--- src/rtl/wtv_pkg.sv ---
// ----------------------------------------------------------------------------
// wtv_pkg
// Shared types, constants and tables of the waypoint-to-velocity block.
// ----------------------------------------------------------------------------
package wtv_pkg;

    // Input item: one waypoint.
    typedef struct packed {
        logic signed [19:0] point_x;
        logic signed [19:0] point_y;
        logic signed [15:0] point_heading;
        logic               final_point;
    } t_wp_in;

    // Result item: one motion command.
    typedef struct packed {
        logic               cmd_kind;
        logic        [23:0] forward_speed;
        logic signed [23:0] turn_rate;
        logic               last_of_run;
    } t_cmd_out;

    // Command kinds.
    localparam logic CMD_TURN = 1'b0;
    localparam logic CMD_MOVE = 1'b1;

    // Configuration register indexes.
    localparam logic REG_STEP_TIME = 1'b0;
    localparam logic REG_GOAL      = 1'b1;

    // Divider widths.
    localparam int DIV_NUM_W = 29;
    localparam int DIV_DEN_W = 16;

    // Iteration counts.
    localparam int CORDIC_STEPS = 21;
    localparam int SQRT_STEPS   = 21;

    // Command slots of one waypoint, in output order.
    localparam logic [1:0] SLOT_FACE = 2'd0;
    localparam logic [1:0] SLOT_MOVE = 2'd1;
    localparam logic [1:0] SLOT_HEAD = 2'd2;
    localparam logic [1:0] SLOT_GOAL = 2'd3;

    // Sequencer states.
    typedef enum logic [3:0] {
        S_IDLE,
        S_SQX,
        S_SQY,
        S_SUM,
        S_CHK,
        S_SQRT,
        S_CPRE,
        S_CORD,
        S_PLAN,
        S_NEXT,
        S_DIVW,
        S_OUTW
    } t_state;

    // Request to the shared divider.
    typedef struct packed {
        logic                 start;
        logic [DIV_NUM_W-1:0] dividend;
        logic [DIV_DEN_W-1:0] divisor;
    } t_div_req;

    // atan(2^-i) in units of 2^32 per full turn.
    function automatic logic [31:0] atan_step(input logic [4:0] idx);
        logic [31:0] v;
        case (idx)
            5'd0:    v = 32'd536870912;
            5'd1:    v = 32'd316933406;
            5'd2:    v = 32'd167458908;
            5'd3:    v = 32'd85004756;
            5'd4:    v = 32'd42667331;
            5'd5:    v = 32'd21354465;
            5'd6:    v = 32'd10679839;
            5'd7:    v = 32'd5340245;
            5'd8:    v = 32'd2670163;
            5'd9:    v = 32'd1335087;
            5'd10:   v = 32'd667544;
            5'd11:   v = 32'd333772;
            5'd12:   v = 32'd166886;
            5'd13:   v = 32'd83443;
            5'd14:   v = 32'd41722;
            5'd15:   v = 32'd20861;
            5'd16:   v = 32'd10430;
            5'd17:   v = 32'd5215;
            5'd18:   v = 32'd2608;
            5'd19:   v = 32'd1304;
            5'd20:   v = 32'd652;
            default: v = 32'd0;
        endcase
        return v;
    endfunction

endpackage

--- src/rtl/wtv_div.sv ---
// ----------------------------------------------------------------------------
// wtv_div
// Restoring unsigned divider, one quotient bit per cycle.
// ----------------------------------------------------------------------------
module wtv_div (
    input  logic                           i_clk,
    input  logic                           i_rst_n,
    input  wtv_pkg::t_div_req              i_req,
    output logic [wtv_pkg::DIV_NUM_W-1:0]  o_quotient,
    output logic                           o_done
);

    localparam int NW = wtv_pkg::DIV_NUM_W;
    localparam int DW = wtv_pkg::DIV_DEN_W;

    logic          r_busy;
    logic [4:0]    r_cnt;
    logic [NW-1:0] r_num;
    logic [DW-1:0] r_rem;
    logic [DW-1:0] r_den;
    logic          r_done;

    logic [DW:0]   trial;
    logic          take;

    // Trial subtraction of one step.
    assign trial = {r_rem, r_num[NW-1]};
    assign take  = trial >= {1'b0, r_den};

    // Control of the iteration.
    always_ff @(posedge i_clk) begin
        if (!i_rst_n) begin
            r_busy <= 1'b0;
            r_cnt  <= '0;
            r_done <= 1'b0;
        end else begin
            r_done <= 1'b0;
            if (i_req.start) begin
                r_busy <= 1'b1;
                r_cnt  <= '0;
            end else if (r_busy) begin
                if (r_cnt == 5'(NW - 1)) begin
                    r_busy <= 1'b0;
                    r_done <= 1'b1;
                end
                r_cnt <= r_cnt + 5'd1;
            end
        end
    end

    // Remainder and quotient shift register.
    always_ff @(posedge i_clk) begin
        if (i_req.start) begin
            r_num <= i_req.dividend;
            r_den <= i_req.divisor;
            r_rem <= '0;
        end else if (r_busy) begin
            if (take) begin
                r_rem <= DW'(trial - {1'b0, r_den});
            end else begin
                r_rem <= trial[DW-1:0];
            end
            r_num <= {r_num[NW-2:0], take};
        end
    end

    assign o_quotient = r_num;
    assign o_done     = r_done;

endmodule

--- src/rtl/waypoint_to_velocity_commands.sv ---
// ----------------------------------------------------------------------------
// waypoint_to_velocity_commands
// Turns a path of waypoints into turn and forward-move commands.
//
//   Channel  Signals                                   Direction
//   in       i_in_valid, o_in_ready, i_in_data         waypoint item in
//   out      o_out_valid, i_out_ready, o_out_data      command item out
//   cfg      i_cfg_valid, o_cfg_ready, i_cfg_index,    register write in
//            i_cfg_data
//
// A first waypoint is only recorded and the sequencer stays idle. A later
// waypoint at a new position passes through the squares, the square root,
// the CORDIC and planning; at the previous position it skips the square
// root and the CORDIC. Each command then takes a slot pick, the shared
// divider and an offer on the output, and a last slot pick returns to idle;
// a waypoint gives up to four commands.
// Reset is synchronous and active low; no clearing pass is needed.
// The input is not ready while a waypoint is in work; a stalled output
// holds the sequencer in its output wait.
// ----------------------------------------------------------------------------
module waypoint_to_velocity_commands (
    input  logic              i_clk,
    input  logic              i_rst_n,
    input  logic              i_in_valid,
    output logic              o_in_ready,
    input  wtv_pkg::t_wp_in   i_in_data,
    output logic              o_out_valid,
    input  logic              i_out_ready,
    output wtv_pkg::t_cmd_out o_out_data,
    input  logic              i_cfg_valid,
    output logic              o_cfg_ready,
    input  logic              i_cfg_index,
    input  logic [15:0]       i_cfg_data
);

    wtv_pkg::t_state r_state, n_state;

    logic               r_have;
    logic signed [19:0] r_prev_x, r_prev_y;
    logic [15:0]        r_th;
    logic [15:0]        r_step;
    logic [15:0]        r_goal;
    logic signed [20:0] r_dx, r_dy;
    logic [15:0]        r_ph;
    logic               r_fin;
    logic [41:0]        r_prod;
    logic [41:0]        r_rem;
    logic [41:0]        r_root;
    logic [41:0]        r_bit;
    logic signed [43:0] r_cx, r_cy;
    logic [31:0]        r_cz;
    logic [4:0]         r_cnt;
    logic               r_move;
    logic [3:0]         r_mask;
    logic [15:0]        r_ang [4];
    logic [1:0]         r_slot;
    logic               r_out_valid;
    wtv_pkg::t_cmd_out  r_out;

    logic               in_acc;
    logic               out_acc;
    logic signed [20:0] dx_w, dy_w;
    logic [41:0]        sq_trial;
    logic               sq_ge;
    logic signed [43:0] xs, ys;
    logic               y_pos;
    logic [31:0]        z_rnd;
    logic [15:0]        dir;
    logic [15:0]        a_face, a_head, a_goal;
    logic [1:0]         pick;
    logic [3:0]         pick_bit;
    logic [15:0]        sel_ang;
    logic [16:0]        sel_mag;
    logic [15:0]        divisor;
    wtv_pkg::t_div_req  div_req;
    logic [wtv_pkg::DIV_NUM_W-1:0] div_q;
    logic               div_done;

    assign in_acc      = i_in_valid && o_in_ready;
    assign out_acc     = r_out_valid && i_out_ready;
    assign o_in_ready  = (r_state == wtv_pkg::S_IDLE);
    assign o_cfg_ready = 1'b1;
    assign o_out_valid = r_out_valid;
    assign o_out_data  = r_out;

    // Position deltas against the previous waypoint.
    assign dx_w = 21'(i_in_data.point_x) - 21'(r_prev_x);
    assign dy_w = 21'(i_in_data.point_y) - 21'(r_prev_y);

    // Square root step.
    assign sq_trial = r_root + r_bit;
    assign sq_ge    = r_rem >= sq_trial;

    // CORDIC step.
    assign xs    = r_cx >>> r_cnt;
    assign ys    = r_cy >>> r_cnt;
    assign y_pos = !r_cy[43] && (r_cy != '0);
    assign z_rnd = r_cz + 32'h8000;
    assign dir   = z_rnd[31:16];

    // Turn angles; each turn leaves the heading at its target.
    assign a_face = dir - r_th;
    assign a_head = r_ph - (r_move ? dir : r_th);
    assign a_goal = r_goal - r_ph;

    // Lowest pending command slot.
    always_comb begin
        if (r_mask[0]) begin
            pick = wtv_pkg::SLOT_FACE;
        end else if (r_mask[1]) begin
            pick = wtv_pkg::SLOT_MOVE;
        end else if (r_mask[2]) begin
            pick = wtv_pkg::SLOT_HEAD;
        end else begin
            pick = wtv_pkg::SLOT_GOAL;
        end
    end

    assign pick_bit = 4'b0001 << r_slot;
    assign sel_ang  = r_ang[pick];
    assign sel_mag  = sel_ang[15] ? 17'(-{sel_ang[15], sel_ang}) : {1'b0, sel_ang};
    assign divisor  = (r_step == '0) ? 16'd1 : r_step;

    // Divider request, started once per command.
    always_comb begin
        div_req.start   = (r_state == wtv_pkg::S_NEXT) && (r_mask != '0);
        div_req.divisor = divisor;
        if (pick == wtv_pkg::SLOT_MOVE) begin
            div_req.dividend = {r_root[20:0], 8'd0};
        end else begin
            div_req.dividend = {4'd0, sel_mag, 8'd0};
        end
    end

    wtv_div u_div (
        .i_clk      (i_clk),
        .i_rst_n    (i_rst_n),
        .i_req      (div_req),
        .o_quotient (div_q),
        .o_done     (div_done)
    );

    // Sequencer state register.
    always_ff @(posedge i_clk) begin
        if (!i_rst_n) begin
            r_state <= wtv_pkg::S_IDLE;
        end else begin
            r_state <= n_state;
        end
    end

    // Next state.
    always_comb begin
        n_state = r_state;
        case (r_state)
            wtv_pkg::S_IDLE: begin
                if (in_acc && r_have) begin
                    n_state = wtv_pkg::S_SQX;
                end
            end
            wtv_pkg::S_SQX: n_state = wtv_pkg::S_SQY;
            wtv_pkg::S_SQY: n_state = wtv_pkg::S_SUM;
            wtv_pkg::S_SUM: n_state = wtv_pkg::S_CHK;
            wtv_pkg::S_CHK: begin
                n_state = (r_rem == '0) ? wtv_pkg::S_PLAN : wtv_pkg::S_SQRT;
            end
            wtv_pkg::S_SQRT: begin
                if (r_cnt == 5'(wtv_pkg::SQRT_STEPS - 1)) begin
                    n_state = wtv_pkg::S_CPRE;
                end
            end
            wtv_pkg::S_CPRE: n_state = wtv_pkg::S_CORD;
            wtv_pkg::S_CORD: begin
                if (r_cnt == 5'(wtv_pkg::CORDIC_STEPS - 1)) begin
                    n_state = wtv_pkg::S_PLAN;
                end
            end
            wtv_pkg::S_PLAN: n_state = wtv_pkg::S_NEXT;
            wtv_pkg::S_NEXT: begin
                n_state = (r_mask == '0) ? wtv_pkg::S_IDLE : wtv_pkg::S_DIVW;
            end
            wtv_pkg::S_DIVW: begin
                if (div_done) begin
                    n_state = wtv_pkg::S_OUTW;
                end
            end
            wtv_pkg::S_OUTW: begin
                if (out_acc) begin
                    n_state = wtv_pkg::S_NEXT;
                end
            end
            default: n_state = wtv_pkg::S_IDLE;
        endcase
    end

    // Control state: path tracking, configuration and output valid.
    always_ff @(posedge i_clk) begin
        if (!i_rst_n) begin
            r_have      <= 1'b0;
            r_prev_x    <= '0;
            r_prev_y    <= '0;
            r_th        <= '0;
            r_step      <= 16'd512;
            r_goal      <= '0;
            r_mask      <= '0;
            r_out_valid <= 1'b0;
        end else begin
            if (i_cfg_valid) begin
                if (i_cfg_index == wtv_pkg::REG_STEP_TIME) begin
                    r_step <= i_cfg_data;
                end else begin
                    r_goal <= i_cfg_data;
                end
            end
            if (in_acc) begin
                r_prev_x <= i_in_data.point_x;
                r_prev_y <= i_in_data.point_y;
                if (!r_have) begin
                    r_th   <= i_in_data.point_heading;
                    r_have <= !i_in_data.final_point;
                end
            end
            if (r_state == wtv_pkg::S_PLAN) begin
                r_mask <= {r_fin && (a_goal != '0), a_head != '0, r_move,
                           r_move && (a_face != '0)};
                r_th   <= r_fin ? r_goal : r_ph;
                if (r_fin) begin
                    r_have <= 1'b0;
                end
            end
            if ((r_state == wtv_pkg::S_DIVW) && div_done) begin
                r_out_valid <= 1'b1;
                r_mask      <= r_mask & ~pick_bit;
            end
            if (out_acc) begin
                r_out_valid <= 1'b0;
            end
        end
    end

    // Datapath: squares, square root, CORDIC, plan and result building.
    always_ff @(posedge i_clk) begin
        case (r_state)
            wtv_pkg::S_IDLE: begin
                r_dx  <= dx_w;
                r_dy  <= dy_w;
                r_ph  <= i_in_data.point_heading;
                r_fin <= i_in_data.final_point;
            end
            wtv_pkg::S_SQX: begin
                r_prod <= 42'(r_dx * r_dx);
            end
            wtv_pkg::S_SQY: begin
                r_rem  <= r_prod;
                r_prod <= 42'(r_dy * r_dy);
            end
            wtv_pkg::S_SUM: begin
                r_rem <= r_rem + r_prod;
            end
            wtv_pkg::S_CHK: begin
                r_move <= (r_rem != '0);
                r_root <= '0;
                r_bit  <= 42'd1 << 40;
                r_cnt  <= '0;
            end
            wtv_pkg::S_SQRT: begin
                if (sq_ge) begin
                    r_rem  <= r_rem - sq_trial;
                    r_root <= (r_root >> 1) + r_bit;
                end else begin
                    r_root <= r_root >> 1;
                end
                r_bit <= r_bit >> 2;
                r_cnt <= r_cnt + 5'd1;
            end
            wtv_pkg::S_CPRE: begin
                // Rotate into the right half plane first.
                if (r_dx[20]) begin
                    r_cx <= -{{3{r_dx[20]}}, r_dx, 20'd0};
                    r_cy <= -{{3{r_dy[20]}}, r_dy, 20'd0};
                    r_cz <= 32'h8000_0000;
                end else begin
                    r_cx <= {{3{r_dx[20]}}, r_dx, 20'd0};
                    r_cy <= {{3{r_dy[20]}}, r_dy, 20'd0};
                    r_cz <= '0;
                end
                r_cnt <= '0;
            end
            wtv_pkg::S_CORD: begin
                if (y_pos) begin
                    r_cx <= r_cx + ys;
                    r_cy <= r_cy - xs;
                    r_cz <= r_cz + wtv_pkg::atan_step(r_cnt);
                end else begin
                    r_cx <= r_cx - ys;
                    r_cy <= r_cy + xs;
                    r_cz <= r_cz - wtv_pkg::atan_step(r_cnt);
                end
                r_cnt <= r_cnt + 5'd1;
            end
            wtv_pkg::S_PLAN: begin
                r_ang[0] <= a_face;
                r_ang[1] <= '0;
                r_ang[2] <= a_head;
                r_ang[3] <= a_goal;
            end
            wtv_pkg::S_NEXT: begin
                r_slot <= pick;
            end
            wtv_pkg::S_DIVW: begin
                if (div_done) begin
                    r_out.last_of_run <= ((r_mask & ~pick_bit) == '0);
                    if (r_slot == wtv_pkg::SLOT_MOVE) begin
                        r_out.cmd_kind  <= wtv_pkg::CMD_MOVE;
                        r_out.turn_rate <= '0;
                        if (div_q[28:24] != '0) begin
                            r_out.forward_speed <= 24'hFF_FFFF;
                        end else begin
                            r_out.forward_speed <= div_q[23:0];
                        end
                    end else begin
                        r_out.cmd_kind      <= wtv_pkg::CMD_TURN;
                        r_out.forward_speed <= '0;
                        if (r_ang[r_slot][15]) begin
                            r_out.turn_rate <= -div_q[23:0];
                        end else begin
                            r_out.turn_rate <= div_q[23:0];
                        end
                    end
                end
            end
            default: begin
            end
        endcase
    end

    // The input is only taken with no command pending.
    a_ready_no_out: assert property (@(posedge i_clk) disable iff (!i_rst_n)
        o_in_ready |-> !o_out_valid)
        else $error("input ready while a command is pending");

    // A command is shown only while the sequencer waits for it.
    a_out_in_wait: assert property (@(posedge i_clk) disable iff (!i_rst_n)
        o_out_valid |-> (r_state == wtv_pkg::S_OUTW))
        else $error("command valid outside the output wait");

    // The last command of a waypoint leaves nothing pending.
    a_last_empty: assert property (@(posedge i_clk) disable iff (!i_rst_n)
        (out_acc && o_out_data.last_of_run) |-> (r_mask == '0))
        else $error("commands pending after the last one");

    // The divider finishes only while the sequencer waits on it.
    a_div_done: assert property (@(posedge i_clk) disable iff (!i_rst_n)
        div_done |-> (r_state == wtv_pkg::S_DIVW))
        else $error("divider finished outside its wait");

endmodule

--- config.mk ---
export PLATFORM = sky130hd
export DESIGN_NAME = waypoint_to_velocity_commands
export DESIGN_NICKNAME = d
export VERILOG_FILES = /design/src/rtl/wtv_pkg.sv /design/src/rtl/wtv_div.sv /design/src/rtl/waypoint_to_velocity_commands.sv
export SDC_FILE = /design/constraint.sdc
export NUM_CORES = 2
export LEC_CHECK = 0
export BUFFER_PORTS_ARGS = -buffer_cell sky130_fd_sc_hd__buf_2
export CORE_ASPECT_RATIO = 0.8
export CORE_MARGIN = 2
export CORE_UTILIZATION = 32
export DETAILED_ROUTE_END_ITERATION = 10
export GPL_TIMING_DRIVEN = 0
export MAX_ROUTING_LAYER = met4
export SLEW_MARGIN = 30
export SYNTH_ARGS = -nofsm -noshare
export SYNTH_HDL_FRONTEND = slang
export SYNTH_HIERARCHICAL = 1
export SYNTH_SLANG_ARGS = --single-unit
--- constraint.sdc ---
create_clock -name i_clk -period 12.6 [get_ports i_clk]
set_input_delay 1.26 -clock i_clk [delete_from_list [all_inputs] [get_ports i_clk]]
set_output_delay 1.26 -clock i_clk [all_outputs]
set_load 0.01 [all_outputs]
# == After elaboration in Yosys (flattened, before gate mapping) ==
# Memory sizes are Yosys's and may differ from the RTL's. A register that Yosys moved wholly into a read port is not among the register bits.
# Cells that the tools add are included.
# word_totals
register_bits,571
latchBits,0
ramBits,64
mem_bits_ro,1920
in_bits,79
mem_count,3
# mem_list
name,depth,word_bits,rd,rd_ports_with_merged_regs,write_ports,line_no,text
(no name shown),32,30,1,1,0,wtv_pkg.sv:71,case (idx)
(no name shown),32,30,1,1,0,wtv_pkg.sv:71,
r_ang,4,16,2,1,4,waypoint_to_velocity_commands.sv:55,logic [15:0] r_ang [4];
# op_classes
n_addsub,23
n_mul,2
n_div,0
n_lt_le_gt_ge,2
eq_ne,22
n_shift,3
muxes,59
n_bitwise,5
reduce_logical,41
# ops
cell,n
42-bit one-hot mux with 2 select lines,3
32-bit two-way mux,6
44-bit two-way mux,4
44-bit one-hot mux with 2 select lines,2
42-bit one-hot mux with 3 select lines,1
16-bit two-way mux,6
44-bit adder,2
44-bit negation,2
44-bit by 5-bit >>> shifter with 44-bit output,2
44-bit subtractor,2
29-bit two-way mux,3
42-bit adder,2
21-bit by 21-bit multiplier with 42-bit output,2
42-bit two-way mux,2
32-bit one-hot mux with 2 select lines,1
16-bit subtractor,4
49-bit two-way mux,1
24-bit two-way mux,2
4-bit one-hot mux with 12 select lines,1
16-bit nonzero test,3
44-bit nonzero test,1
41-bit by 42-bit adder with 42-bit output,1
42-bit greater-or-equal comparator,1
42-bit zero test,1
40 further kinds,102

# == Depth between registers and ports, before layout ==
# An unclocked memory read counts as a cell.
# depth
word_depth,8
mapped_depth,37
mapped_depth_nobuf,29

# == Cells and area by module ==
# Netlist, hierarchy kept.
# modules_own_cells
module,instances,cells_each,area_each_um2,seq_area_each_um2
waypoint_to_velocity_commands,1,8713,78017.3,15544.9
wtv_div,1,318,3616.0,1811.7

# == Worst setup path after synthesis ==
# OpenSTA, ideal clock, no wires.
# synth_path
path_kind,register -> register
start,register r_state[3]
end,register r_th[12]
t_arrival_ns,8.409
required_ns,12.535
setup_slack_ns,4.126
path_stages_with_launch,10
period_less_slack_ns,8.474
path_cell_list,dfxtp_1 clkbuf_1 nor4_1 nand2_1 nor2_1 nor2_1 clkbuf_1 a211oi_1 a21oi_1 nor2b_1
# synth_between
elab_chain_len,4
# synth_rtl
element,line_no,text
"start, declared",waypoint_to_velocity_commands.sv:36,"wtv_pkg::t_state r_state, n_state;"
"start signal, assigned",waypoint_to_velocity_commands.sv:146,r_state <= wtv_pkg::S_IDLE;
"start signal, assigned",waypoint_to_velocity_commands.sv:148,r_state <= n_state;
4-bit zero test,waypoint_to_velocity_commands.sv:81,assign o_in_ready = (r_state == wtv_pkg::S_IDLE);
via o_in_ready,waypoint_to_velocity_commands.sv:25,"output logic o_in_ready,"
1-bit logical AND,waypoint_to_velocity_commands.sv:79,assign in_acc = i_in_valid && o_in_ready;
2-bit nonzero test (no line),-,
2-bit AND reduction (no line),-,
"end signal, assigned",waypoint_to_velocity_commands.sv:219,r_th <= i_in_data.point_heading;
"end signal, assigned",waypoint_to_velocity_commands.sv:226,r_th <= r_fin ? r_goal : r_ph;
"end, declared",waypoint_to_velocity_commands.sv:40,logic [15:0] r_th;
# The timed path passes the listed nets, and every way through them passes these cells.
# A chain may end at the register's enable or synchronous reset.

==> impl_metrics.ini <==
[sta]
min_period_over_period_pct = 96.52
period_needed_ns = 12.16
setup_tns_ns = 0
tightest_slew_ns = 1.121
relSlewSlack_pct = 25.28
maxSlewViolCount = 0
grt_setup_unrepaired = false
hold_viol = 0
fmax_mhz = 82.23
hold_ws_ns = 0.4622
setup_viol = 0
skew_ns = 0.05526

[grt]
grt_pass1_wl_um = 439100
grt_pass1_vias = 67340
track_usage_pct = 23.04
grt_start_max_net_pins = 54
grt_overflow = 0
antenna_found_initial = 16

[route]
first_pass_iters = 9
ant_nets = 0
via_per_inst = 5.415
finalWirelength_um = 296700
vias = 68720
drt_iter0_markers = 8000
drc = 0
wl_per_cell_um = 23.38

[clock_tree]
cts_buffers = 71
clkLatencyLatePin_ns = 0.70
cts_hold_buffers = 0
cts_buffer_depth = 3
path_clk_slew_ns = 0.08
cts_root_buf = clkbuf_16
postCtsSetupBuffers = 0
cts.repair.resized = 0
clock-sinks = 629
cts_htree_levels = 3
cts_tree = done

[logic_synthesis]
syn-cell-area_um2 = 81630
synthDistinctLibCells = 106
netlist_instances = 9031
syn-mean-instance-area_um2 = 9.039
synth_edf_count = 476
ys_ff_latch = 629
ys_warn_count = 6
yosysSeqAreaShare_pct = 21.26
ys.flop_type = edfxtp_1
synthArstFlopShare_pct = 0

[setup_path]
cpMostUsedCell = clkbuf_1
critPathKind = flip-flop to flip-flop
critPathMaxStageDelay_ns = 0.84
worstSetupStartpointType = flip-flop
cp-end-kind = flip-flop
worstPathArrival_ns = 12.54
crit_slowest_cell = clkdlybuf4s15_1
critPathMaxFanout = 10
crit_required_ns = 12.98

[finish]
instances_no_fill = 12690
syn2layout_area_growth_pct = 9.918
nets = 10830
final_cell_mix = inv_1 (1341), nand2_1 (916), fa_1 (839)
final_common_cell = inv_1
drive_above_1_share_pct = 6.690
final_area_um2 = 89730

[place]
placed_area_um2 = 87180
place_congestion = 1.007
dp_cells = 12550
dp_hpwl_um = 243400
port_buffers = 130

[floorplan]
design.core.area_um2 = 253100
die_h_um = 455.8
die-area_um2 = 259200
rows = 165
start_util_pct = 32.25
ios = 132
die_w_um = 568.7

[min_path]
min_path_type = flip-flop to flip-flop

[outcome]
outcome = complete, no violations

[run]
maxCapViolCount = 0
==> critical path, delay by kind of cell, from the launching register on <==
family,cells,cell delay [ns]
fa+ha+maj,2,0.62
buf+inv,10,5.33
compound gates,14,4.46
xor+xnor,2,0.43
flops,1,0.34
mux,1,0.09
simple gates,3,0.53
==> per-layer routing <==
metal / routed length [um] / share of wire (%) / global-route usage [%]
met3: 27270 / 9.2 / 4.082
met2: 123200 / 42 / 32.70
met1: 136200 / 46 / 33.17
met4: 10030 / 3.4 / 6.737
met5: 0 / 0 / -
==> cell type report <==
cell class / count / area [um^2]
diodes: 8 / 20.02
plain buffers: 372 / 1615
clock buffers: 89 / 1904
clock inverters: 43 / 598.1
fillers: 25870 / 163400
inverters: 1359 / 5104
multi-input cells: 6678 / 57710
flip-flops and latches: 629 / 17360
well taps: 3340 / 4179
repair buffers: 172 / 1241
==> cell families after synthesis <==
logic type,after synthesis,synth area share (%)
xor gates and xnor gates,644,6.909
and+or+nand+nor,2376,13.31
other,2,0.009200
buffers and inverters,1731,8.165
adders and majority gates,1469,30.23
AOI/OAI and AO/OA,1850,14.54
muxes,330,5.570
DFF,629,21.26
==> flip-flops by register name, summed over array words and instances, names as in the netlist, 20 cells and up, named ones only <==
name,cells
r_bit,21
r_prev_y,20
r_cz,32
r_prod,41
r_dx,21
o_out_data,50
r_rem,42
r_cx,44
r_prev_x,20
r_ang,48
u_div/o_quotient,29
r_root,42
r_dy,21
r_cy,44
==> through the flow <==
stage	util [%]	setup slack (ns)
finish	35.45	0.4388
global route	35.45	0.07960
CTS	35.43	0.7461
detailed placement	34.44	0.8460
global placement	34.17	-6.859
floorplan	-	4.126
==> synthesized netlist by cell type, types with 153 or more instances <==
cell      count  area, um^2
inv_1      1342        5037
clkbuf_1    289        1085
nand2_1     916        3438
xor2_1      262        2295
ha_1        630        7883
dfxtp_1     153        3063
edfxtp_1    476       14290
fa_1        839       16800
nor2_1      639        2399
o21ai_0     394        1972
a21oi_1     496        2482
a21o_1      165        1239
xnor2_1     382        3346
==> final timing paths <==
path / start / to / slack (ns) / cells after the start
max: r_cnt[3] / r_cy[43] / 0.44 / 32
min: r_prev_x[19] / r_prev_x[19] / 0.46 / 2
max reg2reg: r_cnt[3] / r_cy[43] / 0.44 / 32
min reg2reg: r_prev_x[19] / r_prev_x[19] / 0.46 / 2
Power is left out: the tool's default activity adds up to more than one toggle a clock period on the data nets, which glitch-free logic cannot reach.
